$ cat src/design/hlf_pkg.sv
// ----------------------------------------------------------------------------
// hlf_pkg
// shared types, constants and frame layout for the led frame encoder
// ----------------------------------------------------------------------------
`default_nettype none

package hlf_pkg;

  localparam int FRAME_LEN   = 12;
  localparam int QUEUE_DEPTH = 2;

  // color source select
  localparam logic FUNC_RGB = 1'b0;
  localparam logic FUNC_HSV = 1'b1;

  // hue geometry, 1/64 degree units
  localparam logic [11:0] HUE_SECTOR   = 12'd3840;
  localparam logic [3:0]  SECTOR_COUNT = 4'd6;
  localparam int          HUE_STEPS    = 8;

  // 979200 = 255 * 3840 = 256 * 3825
  localparam logic [19:0] HUE_SCALE   = 20'd979200;
  localparam logic [19:0] SCALE_LOW   = 20'd3825;
  // floor(2^32 / 3825), estimate is exact or one low
  localparam logic [20:0] SCALE_RECIP = 21'd1122867;
  // x / 255 == (x * 32897) >> 23 for x up to 255 * 255
  localparam logic [15:0] RECIP_255   = 16'd32897;
  localparam logic [7:0]  FULL_SCALE  = 8'd255;

  // hue sectors
  localparam logic [2:0] SEC_RED_YEL  = 3'd0;
  localparam logic [2:0] SEC_YEL_GRN  = 3'd1;
  localparam logic [2:0] SEC_GRN_CYN  = 3'd2;
  localparam logic [2:0] SEC_CYN_BLU  = 3'd3;
  localparam logic [2:0] SEC_BLU_MAG  = 3'd4;
  localparam logic [2:0] SEC_MAG_RED  = 3'd5;

  // frame layout
  localparam logic [3:0] IDX_HEADER = 4'd4;
  localparam logic [3:0] IDX_BLUE   = 4'd5;
  localparam logic [3:0] IDX_GREEN  = 4'd6;
  localparam logic [3:0] IDX_RED    = 4'd7;
  localparam logic [3:0] IDX_LAST   = 4'(FRAME_LEN - 1);

  localparam logic [7:0] START_BYTE  = 8'h00;
  localparam logic [7:0] HEADER_MARK = 8'hE0;
  localparam logic [7:0] END_BYTE    = 8'h11;

  typedef struct packed {
    logic [4:0] level;
    logic [7:0] blue;
    logic [7:0] green;
    logic [7:0] red;
  } color_t;

  function automatic logic [7:0] frame_byte_of(logic [3:0] idx, color_t c);
    logic [7:0] b;
    case (idx)
      IDX_HEADER: b = HEADER_MARK | {3'b000, c.level};
      IDX_BLUE:   b = c.blue;
      IDX_GREEN:  b = c.green;
      IDX_RED:    b = c.red;
      default:    b = (idx < IDX_HEADER) ? START_BYTE : END_BYTE;
    endcase
    return b;
  endfunction

endpackage

`default_nettype wire

$ cat src/design/hlf_color_front.sv
// ----------------------------------------------------------------------------
// hlf_color_front
// five-stage color pipeline: picks rgb or converts hsv, pushes into the queue
// ----------------------------------------------------------------------------
`default_nettype none

module hlf_color_front (
  input  wire logic                clk,
  input  wire logic                rst,
  input  wire logic                in_valid,
  output logic                     in_ready,
  input  wire logic                func,
  input  wire logic [7:0]          red_in,
  input  wire logic [7:0]          green_in,
  input  wire logic [7:0]          blue_in,
  input  wire logic [14:0]         hue,
  input  wire logic [7:0]          saturation,
  input  wire logic [7:0]          brightness_value,
  input  wire logic [4:0]          global_level,
  output logic                     push_valid,
  input  wire logic                push_ready,
  output hlf_pkg::color_t          push_data
);

  logic [4:0] vld;
  logic       adv;

  assign adv        = !vld[4] || push_ready;
  assign in_ready   = adv;
  assign push_valid = vld[4];

  always_ff @(posedge clk) begin
    if (rst) begin
      vld <= '0;
    end else if (adv) begin
      vld <= {vld[3:0], in_valid};
    end
  end

  // stage 1: sector and remainder
  logic [3:0]  hq;
  logic [14:0] hue_base;
  logic [14:0] rem_full;
  logic [2:0]  sec_c;

  always_comb begin
    hq = '0;
    for (int i = 1; i <= hlf_pkg::HUE_STEPS; i++) begin
      if (hue >= 15'(i * 3840)) begin
        hq = hq + 4'd1;
      end
    end
    hue_base = {11'd0, hq} * 15'(hlf_pkg::HUE_SECTOR);
    rem_full = hue - hue_base;
    sec_c    = (hq >= hlf_pkg::SECTOR_COUNT) ? 3'(hq - hlf_pkg::SECTOR_COUNT) : hq[2:0];
  end

  logic            func1;
  hlf_pkg::color_t dir1;
  logic [7:0]      v1;
  logic [7:0]      s1;
  logic [11:0]     rem1;
  logic [2:0]      sec1;

  // stage 2: products
  logic            func2;
  hlf_pkg::color_t dir2;
  logic [7:0]      v2;
  logic [2:0]      sec2;
  logic [15:0]     pprod2;
  logic [19:0]     sr2;
  logic [19:0]     st2;

  // stage 3: p and the q, t numerators
  logic            func3;
  hlf_pkg::color_t dir3;
  logic [7:0]      v3;
  logic [2:0]      sec3;
  logic [7:0]      p3;
  logic [27:0]     nq3;
  logic [27:0]     nt3;

  // stage 4: quotient estimates
  logic            func4;
  hlf_pkg::color_t dir4;
  logic [7:0]      v4;
  logic [2:0]      sec4;
  logic [7:0]      p4;
  logic [19:0]     yq4;
  logic [19:0]     yt4;
  logic [7:0]      eq4;
  logic [7:0]      et4;

  logic [31:0] pmul;
  logic [19:0] aq;
  logic [19:0] at;
  logic [19:0] yq;
  logic [19:0] yt;
  logic [40:0] mq;
  logic [40:0] mt;

  assign pmul = 32'(pprod2) * 32'(hlf_pkg::RECIP_255);
  assign aq   = hlf_pkg::HUE_SCALE - sr2;
  assign at   = hlf_pkg::HUE_SCALE - st2;
  assign yq   = nq3[27:8];
  assign yt   = nt3[27:8];
  assign mq   = 41'(yq) * 41'(hlf_pkg::SCALE_RECIP);
  assign mt   = 41'(yt) * 41'(hlf_pkg::SCALE_RECIP);

  always_ff @(posedge clk) begin
    if (adv) begin
      func1       <= func;
      dir1.level  <= global_level;
      dir1.red    <= red_in;
      dir1.green  <= green_in;
      dir1.blue   <= blue_in;
      v1          <= brightness_value;
      s1          <= saturation;
      rem1        <= rem_full[11:0];
      sec1        <= sec_c;

      func2  <= func1;
      dir2   <= dir1;
      v2     <= v1;
      sec2   <= sec1;
      pprod2 <= {8'd0, v1} * {8'd0, hlf_pkg::FULL_SCALE - s1};
      sr2    <= 20'(s1) * 20'(rem1);
      st2    <= 20'(s1) * 20'(hlf_pkg::HUE_SECTOR - rem1);

      func3 <= func2;
      dir3  <= dir2;
      v3    <= v2;
      sec3  <= sec2;
      p3    <= pmul[30:23];
      nq3   <= 28'(v2) * 28'(aq);
      nt3   <= 28'(v2) * 28'(at);

      func4 <= func3;
      dir4  <= dir3;
      v4    <= v3;
      sec4  <= sec3;
      p4    <= p3;
      yq4   <= yq;
      yt4   <= yt;
      eq4   <= mq[39:32];
      et4   <= mt[39:32];
    end
  end

  // stage 5: correct estimates, route channels
  logic [19:0]     rq;
  logic [19:0]     rt;
  logic [7:0]      q5;
  logic [7:0]      t5;
  hlf_pkg::color_t col_c;

  always_comb begin
    rq = yq4 - 20'(eq4) * hlf_pkg::SCALE_LOW;
    rt = yt4 - 20'(et4) * hlf_pkg::SCALE_LOW;
    q5 = eq4 + 8'(rq >= hlf_pkg::SCALE_LOW);
    t5 = et4 + 8'(rt >= hlf_pkg::SCALE_LOW);
    col_c.level = dir4.level;
    case (sec4)
      hlf_pkg::SEC_RED_YEL: begin
        col_c.red = v4; col_c.green = t5; col_c.blue = p4;
      end
      hlf_pkg::SEC_YEL_GRN: begin
        col_c.red = q5; col_c.green = v4; col_c.blue = p4;
      end
      hlf_pkg::SEC_GRN_CYN: begin
        col_c.red = p4; col_c.green = v4; col_c.blue = t5;
      end
      hlf_pkg::SEC_CYN_BLU: begin
        col_c.red = p4; col_c.green = q5; col_c.blue = v4;
      end
      hlf_pkg::SEC_BLU_MAG: begin
        col_c.red = t5; col_c.green = p4; col_c.blue = v4;
      end
      hlf_pkg::SEC_MAG_RED: begin
        col_c.red = v4; col_c.green = p4; col_c.blue = q5;
      end
      default: begin
        col_c.red = '0; col_c.green = '0; col_c.blue = '0;
      end
    endcase
    if (func4 == hlf_pkg::FUNC_RGB) begin
      col_c = dir4;
    end
  end

  always_ff @(posedge clk) begin
    if (adv) begin
      push_data <= col_c;
    end
  end

endmodule

`default_nettype wire

$ cat src/design/hlf_queue.sv
// ----------------------------------------------------------------------------
// hlf_queue
// small register fifo between the color pipeline and the frame sender
// ----------------------------------------------------------------------------
`default_nettype none

module hlf_queue #(
  parameter int WIDTH = 29,
  parameter int DEPTH = 2
) (
  input  wire logic             clk,
  input  wire logic             rst,
  input  wire logic             push_valid,
  output logic                  push_ready,
  input  wire logic [WIDTH-1:0] push_data,
  output logic                  pop_valid,
  input  wire logic             pop_ready,
  output logic [WIDTH-1:0]      pop_data
);

  // depth must be a power of two, at least two; the block does not check it
  localparam int PW = $clog2(DEPTH);

  logic [WIDTH-1:0] mem [DEPTH];
  logic [PW-1:0]    wr_ptr;
  logic [PW-1:0]    rd_ptr;
  logic [PW:0]      count;
  logic             push;
  logic             pop;

  assign push_ready = count != (PW+1)'(DEPTH);
  assign pop_valid  = count != '0;
  assign pop_data   = mem[rd_ptr];
  assign push       = push_valid && push_ready;
  assign pop        = pop_valid && pop_ready;

  always_ff @(posedge clk) begin
    if (rst) begin
      wr_ptr <= '0;
      rd_ptr <= '0;
      count  <= '0;
    end else begin
      if (push) begin
        wr_ptr <= wr_ptr + PW'(1);
      end
      if (pop) begin
        rd_ptr <= rd_ptr + PW'(1);
      end
      if (push && !pop) begin
        count <= count + (PW+1)'(1);
      end else if (pop && !push) begin
        count <= count - (PW+1)'(1);
      end
    end
  end

  always_ff @(posedge clk) begin
    if (push) begin
      mem[wr_ptr] <= push_data;
    end
  end

endmodule

`default_nettype wire

$ cat src/design/hlf_frame_tx.sv
// ----------------------------------------------------------------------------
// hlf_frame_tx
// serializes one color entry into the twelve-byte frame, output registered
// ----------------------------------------------------------------------------
`default_nettype none

module hlf_frame_tx (
  input  wire logic            clk,
  input  wire logic            rst,
  input  wire logic            pop_valid,
  output logic                 pop_ready,
  input  wire hlf_pkg::color_t pop_data,
  output logic                 out_valid,
  input  wire logic            out_ready,
  output logic [7:0]           frame_byte,
  output logic [3:0]           byte_index,
  output logic                 last_byte
);

  logic            cur_valid;
  hlf_pkg::color_t cur;
  logic [3:0]      idx;
  logic            out_adv;
  logic            emit;
  logic            done;

  assign out_adv   = !out_valid || out_ready;
  assign emit      = out_adv && cur_valid;
  assign done      = emit && (idx == hlf_pkg::IDX_LAST);
  assign pop_ready = !cur_valid || done;

  always_ff @(posedge clk) begin
    if (rst) begin
      cur_valid <= 1'b0;
      out_valid <= 1'b0;
      idx       <= '0;
    end else begin
      if (out_adv) begin
        out_valid <= cur_valid;
      end
      if (emit) begin
        idx <= done ? 4'd0 : idx + 4'd1;
      end
      if (pop_ready) begin
        cur_valid <= pop_valid;
      end
    end
  end

  always_ff @(posedge clk) begin
    if (pop_ready && pop_valid) begin
      cur <= pop_data;
    end
    if (emit) begin
      frame_byte <= hlf_pkg::frame_byte_of(idx, cur);
      byte_index <= idx;
      last_byte  <= idx == hlf_pkg::IDX_LAST;
    end
  end

endmodule

`default_nettype wire

$ cat src/design/hsv_to_led_frame.sv
// ----------------------------------------------------------------------------
// hsv_to_led_frame
// led color frame encoder: rgb or hsv color in, twelve-byte frame out
// ----------------------------------------------------------------------------
// first byte passes the five pipeline stages, the queue, the sender's entry
// register and the output register; the sender emits one byte per cycle while
// out_ready is high, setting the input rate; pipeline and queue run ahead as bytes drain
// reset clears all valid flags and counters, payload registers are not reset
// no clearing pass, input is ready again in the first cycle after reset
`default_nettype none

module hsv_to_led_frame #(
  parameter int QUEUE_DEPTH = hlf_pkg::QUEUE_DEPTH
) (
  input  wire logic        clk,
  input  wire logic        rst,
  // input channel
  input  wire logic        in_valid,
  output logic             in_ready,
  input  wire logic        func,
  input  wire logic [7:0]  red_in,
  input  wire logic [7:0]  green_in,
  input  wire logic [7:0]  blue_in,
  input  wire logic [14:0] hue,
  input  wire logic [7:0]  saturation,
  input  wire logic [7:0]  brightness_value,
  input  wire logic [4:0]  global_level,
  // frame byte channel
  output logic             out_valid,
  input  wire logic        out_ready,
  output logic [7:0]       frame_byte,
  output logic [3:0]       byte_index,
  output logic             last_byte
);

  localparam int CW = $bits(hlf_pkg::color_t);

  // front to queue
  logic            fq_valid;
  logic            fq_ready;
  hlf_pkg::color_t fq_data;

  // queue to sender
  logic            qs_valid;
  logic            qs_ready;
  logic [CW-1:0]   qs_bits;
  hlf_pkg::color_t qs_data;

  assign qs_data = hlf_pkg::color_t'(qs_bits);

  // color selection and hsv conversion, one transaction per cycle while the queue accepts
  hlf_color_front u_front (
    .clk              (clk),
    .rst              (rst),
    .in_valid         (in_valid),
    .in_ready         (in_ready),
    .func             (func),
    .red_in           (red_in),
    .green_in         (green_in),
    .blue_in          (blue_in),
    .hue              (hue),
    .saturation       (saturation),
    .brightness_value (brightness_value),
    .global_level     (global_level),
    .push_valid       (fq_valid),
    .push_ready       (fq_ready),
    .push_data        (fq_data)
  );

  // decouples the pipeline from the byte sender
  hlf_queue #(
    .WIDTH (CW),
    .DEPTH (QUEUE_DEPTH)
  ) u_queue (
    .clk        (clk),
    .rst        (rst),
    .push_valid (fq_valid),
    .push_ready (fq_ready),
    .push_data  (fq_data),
    .pop_valid  (qs_valid),
    .pop_ready  (qs_ready),
    .pop_data   (qs_bits)
  );

  // frame layout and byte serialization
  hlf_frame_tx u_tx (
    .clk        (clk),
    .rst        (rst),
    .pop_valid  (qs_valid),
    .pop_ready  (qs_ready),
    .pop_data   (qs_data),
    .out_valid  (out_valid),
    .out_ready  (out_ready),
    .frame_byte (frame_byte),
    .byte_index (byte_index),
    .last_byte  (last_byte)
  );

endmodule

`default_nettype wire
$ cat config.mk
export PLATFORM = sky130hd
export DESIGN_NAME = hsv_to_led_frame
export DESIGN_NICKNAME = d
export VERILOG_FILES = /design/src/design/hlf_pkg.sv /design/src/design/hlf_color_front.sv /design/src/design/hlf_queue.sv /design/src/design/hlf_frame_tx.sv /design/src/design/hsv_to_led_frame.sv
export SDC_FILE = /design/constraint.sdc
export NUM_CORES = 2
export LEC_CHECK = 0
export BUFFER_PORTS_ARGS = -buffer_cell sky130_fd_sc_hd__buf_2
export CAP_MARGIN = 5
export CORE_ASPECT_RATIO = 0.5
export CORE_UTILIZATION = 30
export CTS_BUF_LIST = sky130_fd_sc_hd__clkbuf_8
export CTS_CLUSTER_SIZE = 8
export DETAILED_ROUTE_END_ITERATION = 8
export HOLD_SLACK_MARGIN = 0.06
export PLACE_DENSITY = 0.51
export SLEW_MARGIN = 20
export SYNTH_ARGS = -nofsm -noshare
export SYNTH_HDL_FRONTEND = slang
export SYNTH_SLANG_ARGS = --single-unit
$ cat constraint.sdc
create_clock -name clk -period 13.35 [get_ports clk]
set_input_delay 2.67 -clock clk [delete_from_list [all_inputs] [get_ports clk]]
set_output_delay 2.67 -clock clk [all_outputs]
set_load 0.02 [all_outputs]
; ---- Yosys cells after proc, flatten, opt, wreduce, memory -nomap -nowiden
; Memories as Yosys holds them, arrays and structs flattened. A register that Yosys moved wholly into a read port is not among the register bits.
; Cells that the tools add are included.
[totals]
regBits = 425
mem_bits_rw = 58
out_inout_bits = 15
mem_count = 1
[op_classes]
addsub = 22
mul = 11
n_lt_le_gt_ge = 12
eq_ne = 11
muxes = 18
n_reduce_logical = 17
[mem_list]
columns = memory, depth, width, rd, rd_clocked_by_memory_dff, write_ports, line
row1 = u_queue.mem, 2, 29, 1, 1, 1, hlf_queue.sv:24  ; logic [WIDTH-1:0] mem [DEPTH];
[op_table]
columns = op, count
row1 = 24-bit case mux with 6 select lines, 1
row2 = 20-bit by 21-bit multiplier with 40-bit output (second input constant), 2
row3 = 15-bit >= comparator (second input constant), 4
row4 = 8-bit by 20-bit multiplier with 28-bit output, 2
row5 = 20-bit by 12-bit >= comparator with 1-bit output (second input constant), 2
row6 = 8-bit by 12-bit multiplier with 20-bit output (second input constant), 2
row7 = 20-bit subtractor, 2
row8 = 20-bit subtractor (first input constant), 2
row9 = 4-bit two-way mux, 8
row10 = 8-bit case mux with 4 select lines, 1
row11 = 16-bit by 16-bit multiplier with 31-bit output (second input constant), 1
row12 = 15-bit by 14-bit >= comparator with 1-bit output (second input constant), 2
row13 = 4-bit by 1-bit adder with 4-bit output (second input constant), 7
row14 = 24-bit two-way mux, 1
row15 = 8-bit by 12-bit multiplier with 20-bit output, 1
row16 = 8-bit by 20-bit multiplier with 20-bit output, 1
row17 = 8-bit by 1-bit adder with 8-bit output, 2
row18 = 4-bit by 3-bit equality test with 1-bit output (second input constant), 4
row19 = 8-bit by 8-bit multiplier with 16-bit output, 1
row20 = 15-bit by 12-bit >= comparator with 1-bit output (second input constant), 1
row21 = 15-bit by 13-bit >= comparator with 1-bit output (second input constant), 1
row22 = 12-bit by 12-bit subtractor with 13-bit output (first input constant), 1
row23 = 12-bit subtractor, 1
row24 = 8-bit subtractor (first input constant), 1
row25 = other kinds (22), 40

; ---- Longest topological paths before layout
[depth]
ltp_word = 18
mapped_depth = 29
mapped_depth_nobuf = 28

; ---- Hierarchy
; From an unflattened synthesis, not the netlist that was laid out.
[hier_totals]
hier_cells = 4850
area_unflattened_um2 = 52386.5
[by_module_without_submodules]
columns = mod, instances, cells_each, area_per_inst_um2
row1 = hlf_color_front, 1, 4621, 48285.1
row2 = hlf_queue, 1, 114, 2311.0
row3 = hlf_frame_tx, 1, 115, 1790.5

; ---- Least setup slack after synthesis
; No wires, ideal clock.
[synth_path]
path_type = register to register
startpoint = reg u_queue.count[1]
endpoint = reg u_front.dir1[0] in the netlist's numbering, enable pin
setup_ns = 3.794
arrival_time_ns = 8.950
required_time_ns = 9.556
slack_ns = 0.606
path_stages_with_launch = 2
n_path_buf = 0
path_cell_list = dfxtp_1 nand3b_1
[synth_between]
elab_chain_len = 2
[synth_lines]
columns = element, line
row1 = from (decl), hlf_queue.sv:27  ; logic [PW:0] count;
row2 = from (signal assigned), hlf_queue.sv:50  ; count <= count + (PW+1)'(1);
row3 = from (signal assigned), hlf_queue.sv:52  ; count <= count - (PW+1)'(1);
row4 = 2-bit inequality test, hlf_queue.sv:31  ; assign push_ready = count != (PW+1)'(DEPTH);
row5 = 1-bit logical OR, hlf_color_front.sv:28  ; assign adv = !vld[4] || push_ready;
row6 = named net in_ready, hsv_to_led_frame.sv:19  ; output logic in_ready,
row7 = to (decl), hlf_color_front.sv:59  ; hlf_pkg::color_t dir1;
; The timed path passes the listed nets, and every way through them passes these cells.
; A chain may end at the register's enable or synchronous reset.

; ---- Worst setup path in the final report
[layout_path]
startpoint = in hue[14]
endpoint = reg u_front.rem1[11] (data pin)
[layout_between]
elab_chain_len = 18
word_cells_on_any_way = 25
cone_classes = add/sub: 8 / mul: 1 / order compare: 8 / mux: 8
[layout_lines]
columns = element, line
row1 = from (decl), hsv_to_led_frame.sv:24  ; input wire logic [14:0] hue,
row2 = 15-bit by 12-bit >= comparator with 1-bit output, hlf_color_front.sv:49  ; if (hue >= 15'(i * 3840)) begin
row3 = 1-bit two-way mux, hlf_color_front.sv:49
row4 = 1-bit by 1-bit adder with 2-bit output, hlf_color_front.sv:50  ; hq = hq + 4'd1;
row5 = 4-bit two-way mux, hlf_color_front.sv:49
row6 = 4-bit by 1-bit adder with 4-bit output, hlf_color_front.sv:50
row7 = 4-bit two-way mux, hlf_color_front.sv:49
row8 = 4-bit by 1-bit adder with 4-bit output, hlf_color_front.sv:50
row9 = 4-bit two-way mux, hlf_color_front.sv:49
row10 = (+3 left out), --
row11 = 4-bit two-way mux, hlf_color_front.sv:49
row12 = 4-bit by 1-bit adder with 4-bit output, hlf_color_front.sv:50
row13 = 4-bit two-way mux, hlf_color_front.sv:49
row14 = 4-bit by 1-bit adder with 4-bit output, hlf_color_front.sv:50
row15 = 4-bit two-way mux *, hlf_color_front.sv:49
row16 = 4-bit by 1-bit multiplier with 4-bit output *, hlf_color_front.sv:53  ; hue_base = {11'd0, hq} * 15'(hlf_pkg::HUE_SECTOR);
row17 = 12-bit subtractor *, hlf_color_front.sv:54  ; rem_full = hue - hue_base;
row18 = named net u_front.rem_full[11], hlf_color_front.sv:43  ; logic [14:0] rem_full;
row19 = to (signal assigned), hlf_color_front.sv:119  ; rem1 <= rem_full[11:0];
row20 = to (decl), hlf_color_front.sv:62  ; logic [11:0] rem1;
; The timed path passes the listed nets; every way through them passes the cells marked *.

==> flow_summary_export.csv <==
group,metric,value,unit
detailed_routing,drc,0,
clocking,cts-resized-gates,0,
sta,skew,0.06249,ns
synthesis,synth_fa_ha_area_frac,0.4300,
grt,grt_pass1_wl,182500,um
synthesis,synth_compound_area_frac,0.06143,
outcome,status,"complete, no violations",
final_layout,nNetsFinal,6360,
clocking,cts_tree,"yes",
run,maxCapViolCount,0,
detailed_routing,vias,32597,
clocking,postCtsHoldBufs,0,
final_layout,area_delta_synth_final,9.087,%
sta,slew_headroom,0.2677,
synthesis,synth_flop_cell,"edfxtp_1",
clocking,clock_path_buffers,3,
sta,max_freq,126.9,MHz
sta,hold-worst-slack,0.3888,ns
setup_path,cp.arrival,8.38,ns
clocking,cts_buffers,85,
grt,antenna_found_initial,3,
floorplanning,die_h,296.8,um
sta,finalMaxSlewViolations,0,
synthesis,synth.avg_cell_area,10.88,sq um
synthesis,yosys_register_bits,495,
floorplanning,initial_core_util,0.3043,
synthesis,synth_nets,6267,
floorplanning,die-area,0.1756,sq mm
grt,grt.total_usage,0.1272,
setup_path,path_max_fanout,14,
setup_path,path_class,"in2reg",
synthesis,synth_area_leader_cell,"edfxtp_1",
sta,tns,0,ns
setup_path,critPathLaunchType,"input port",
detailed_routing,drt-initial-drc-count,1645,
floorplanning,num_rows,107,
detailed_routing,wl_per_cell,15.14,um
synthesis,synth-seq-area-share,0.2822,
synthesis,synth_top_family_by_area,"adder cells",
grt,grt_max_degree,80,
synthesis,yosys-top-cells-area,"edfxtp_1 28%, fa_1 24%, ha_1 19%",
final_layout,final_layout_size_suffix_gt1_frac,0.06173,
grt,grt_pass1_vias,34952,
synthesis,synth_edf_count,480,
synthesis,synth_xor_area_frac,0.03431,
final_layout,final_core_util,0.3319,
clocking,clk-insertion-delay-late,0.76,ns
sta,period_needed,7.878,ns
synthesis,netlist_area,0.05215,sq mm
detailed_routing,wirelength,109500,um
sta,period_share,0.5901,
final_layout,fillers,17277,
sta,worstMarginPinSlew,1.098,ns
clocking,path_clk_slew,0.07,ns
detailed_routing,routed_via_density,4.508,
synthesis,synth.distinct_cells,96,
place,dp.final_hpwl,86350,um
hold_path,hold_path.class,"reg2reg",
sta,setup_viol,0,
floorplanning,die-width,591.6,um
synthesis,yosys.area.top_type_share,0.2764,
clocking,htreeDepth,3,
setup_path,crit_path_end_kind,"flip-flop",
synthesis,async_flop_share,0,
setup_path,cp.required,13.85,ns
place,gp_congestion,0.8497,
place,io_buffers,79,
place,placed_cell_area,0.05522,sq mm
final_layout,fin_area,0.05688,sq mm
floorplanning,ios,80,
synthesis,synthMuxAreaShare,0.01209,
floorplanning,coreArea,0.1714,sq mm
clocking,cts-root-buf,"clkbuf_8",
detailed_routing,drtAntennaViolNets,0,
clocking,postCtsSetupRepairBufs,0,
grt,overflow,0,
synthesis,postSynthCellCount,4791,
detailed_routing,first_pass_iters,6,
sta,finalHoldViolCount,0,
clocking,cts_sinks,495,
synthesis,yosys_warnings,0,
synthesis,yosys.area_share.simple,0.1043,
sta,rsz0062_at_grt,"no",
worst max-delay path, stage by stage:
cell and delay [ns]:
buf_2 0.18, or2_1 0.29, a311o_1 0.36, ha_1 0.50
xor2_1 0.28, ha_1 0.30, nand2_1 0.10, o31ai_2 0.10
ha_1 0.34, mux2i_4 0.20, inv_1 0.06, ha_1 0.31
nand2_1 0.08, o21ai_2 0.06, ha_1 0.31, mux2_2 0.28
ha_1 0.29, mux2_4 0.29, ha_1 0.35, ha_1 0.29
a21o_1 0.16, a21oi_1 0.17, xnor2_1 0.16, xnor2_1 0.11
xnor2_1 0.13
logic make-up after synthesis:
kind of cell,after synthesis
xor gates and xnor gates,200
adders and majority gates,1411
AOI/OAI and AO/OA,487
muxes,56
DFF,495
and+or+nand+nor,1094
buffers and inverters,1048
path summary, 6_finish.rpt:
kind | slack, ns | cells past startpoint | end | startpoint
max reg2reg | 6.05 | 24 | u_front.nt3[27]$_DFFE_PP_ | u_front.st2[0]$_DFFE_PP_
min reg2reg | 0.39 | 0 | u_front.push_data[28]$_DFFE_PP_ | u_front.dir4[28]$_DFFE_PP_
max | 5.47 | 25 | u_front.rem1[11]$_DFFE_PP_ | hue[14]
min | 0.39 | 0 | u_front.push_data[28]$_DFFE_PP_ | u_front.dir4[28]$_DFFE_PP_
flip-flops by register name, indices dropped and copies added (netlist names), 29 cells and up:
signal,count
u_tx.cur,29
u_front.dir3,29
u_front.dir2,29
u_queue.mem,58
u_front.push_data,29
u_front.dir4,29
u_front.dir1,29
synth_stat cells (9+ instances only):
| library cell | instances |
|---|---|
| o21ai_0 | 78 |
| fa_1 | 635 |
| xnor2_1 | 125 |
| and3_1 | 21 |
| inv_1 | 948 |
| nor2_1 | 160 |
| a31oi_1 | 14 |
| o211ai_1 | 12 |
| mux2_2 | 42 |
| clkbuf_1 | 89 |
| nand3_1 | 37 |
| or3_1 | 16 |
| ha_1 | 776 |
| nand2b_1 | 49 |
| a21o_1 | 42 |
| nand4_1 | 24 |
| nand2_1 | 395 |
| a22oi_1 | 15 |
| nor2b_1 | 55 |
| xor2_1 | 71 |
| or2_2 | 16 |
| and2_1 | 237 |
| o31ai_1 | 11 |
| dfxtp_1 | 15 |
| edfxtp_1 | 480 |
| mux2i_1 | 12 |
| nor3_1 | 45 |
| o21bai_1 | 9 |
| a211oi_1 | 13 |
| a21oi_1 | 162 |
| o21a_1 | 35 |
layout make-up:
cell class	count	area (sq um)	share of cell area
multi-input combinational	3248	33490	0.5887
tap	2289	2864	0.05035
sequential	495	14720	0.2587
timing repair buffer	105	590.6	0.01038
antenna	1	2.502	0.00004399
clock inverter	58	479.2	0.008424
inverter	949	3562	0.06262
clock buffer	86	1184	0.02081
placed cells by master (no fill, tap or decap), types with 37 or more instances in the layout:
cell type / count
clkbuf_8: 86
nand3_1: 37
nor2b_1: 55
edfxtp_1: 480
a21o_1: 42
mux2_2: 42
o21ai_0: 78
nor2_1: 159
nor3_1: 45
xnor2_1: 125
nand2_1: 395
a21oi_1: 162
xor2_1: 71
buf_2: 79
inv_1: 977
nand2b_1: 49
ha_1: 776
and2_1: 237
fa_1: 635
stage by stage:
step                setup WS [ns]  cells
floorplan                  0.6060   4791
global placement            4.816   7086
detailed placement          4.708   7086
CTS                         5.537   7230
global route                5.237   7231
finish                      5.472   7231
routing by layer:
metal  global-route usage  part of all wire  vias up
li1                     -                 -    15825
met1               0.1799              0.49    16232
met2               0.2078              0.46      416
met3              0.01708             0.032      120
met4              0.02517             0.014        4
met5                    0           0.00021        -
Power is not shown: default switching activity piles up to over one toggle a cycle in this logic, so the estimate is an artifact.
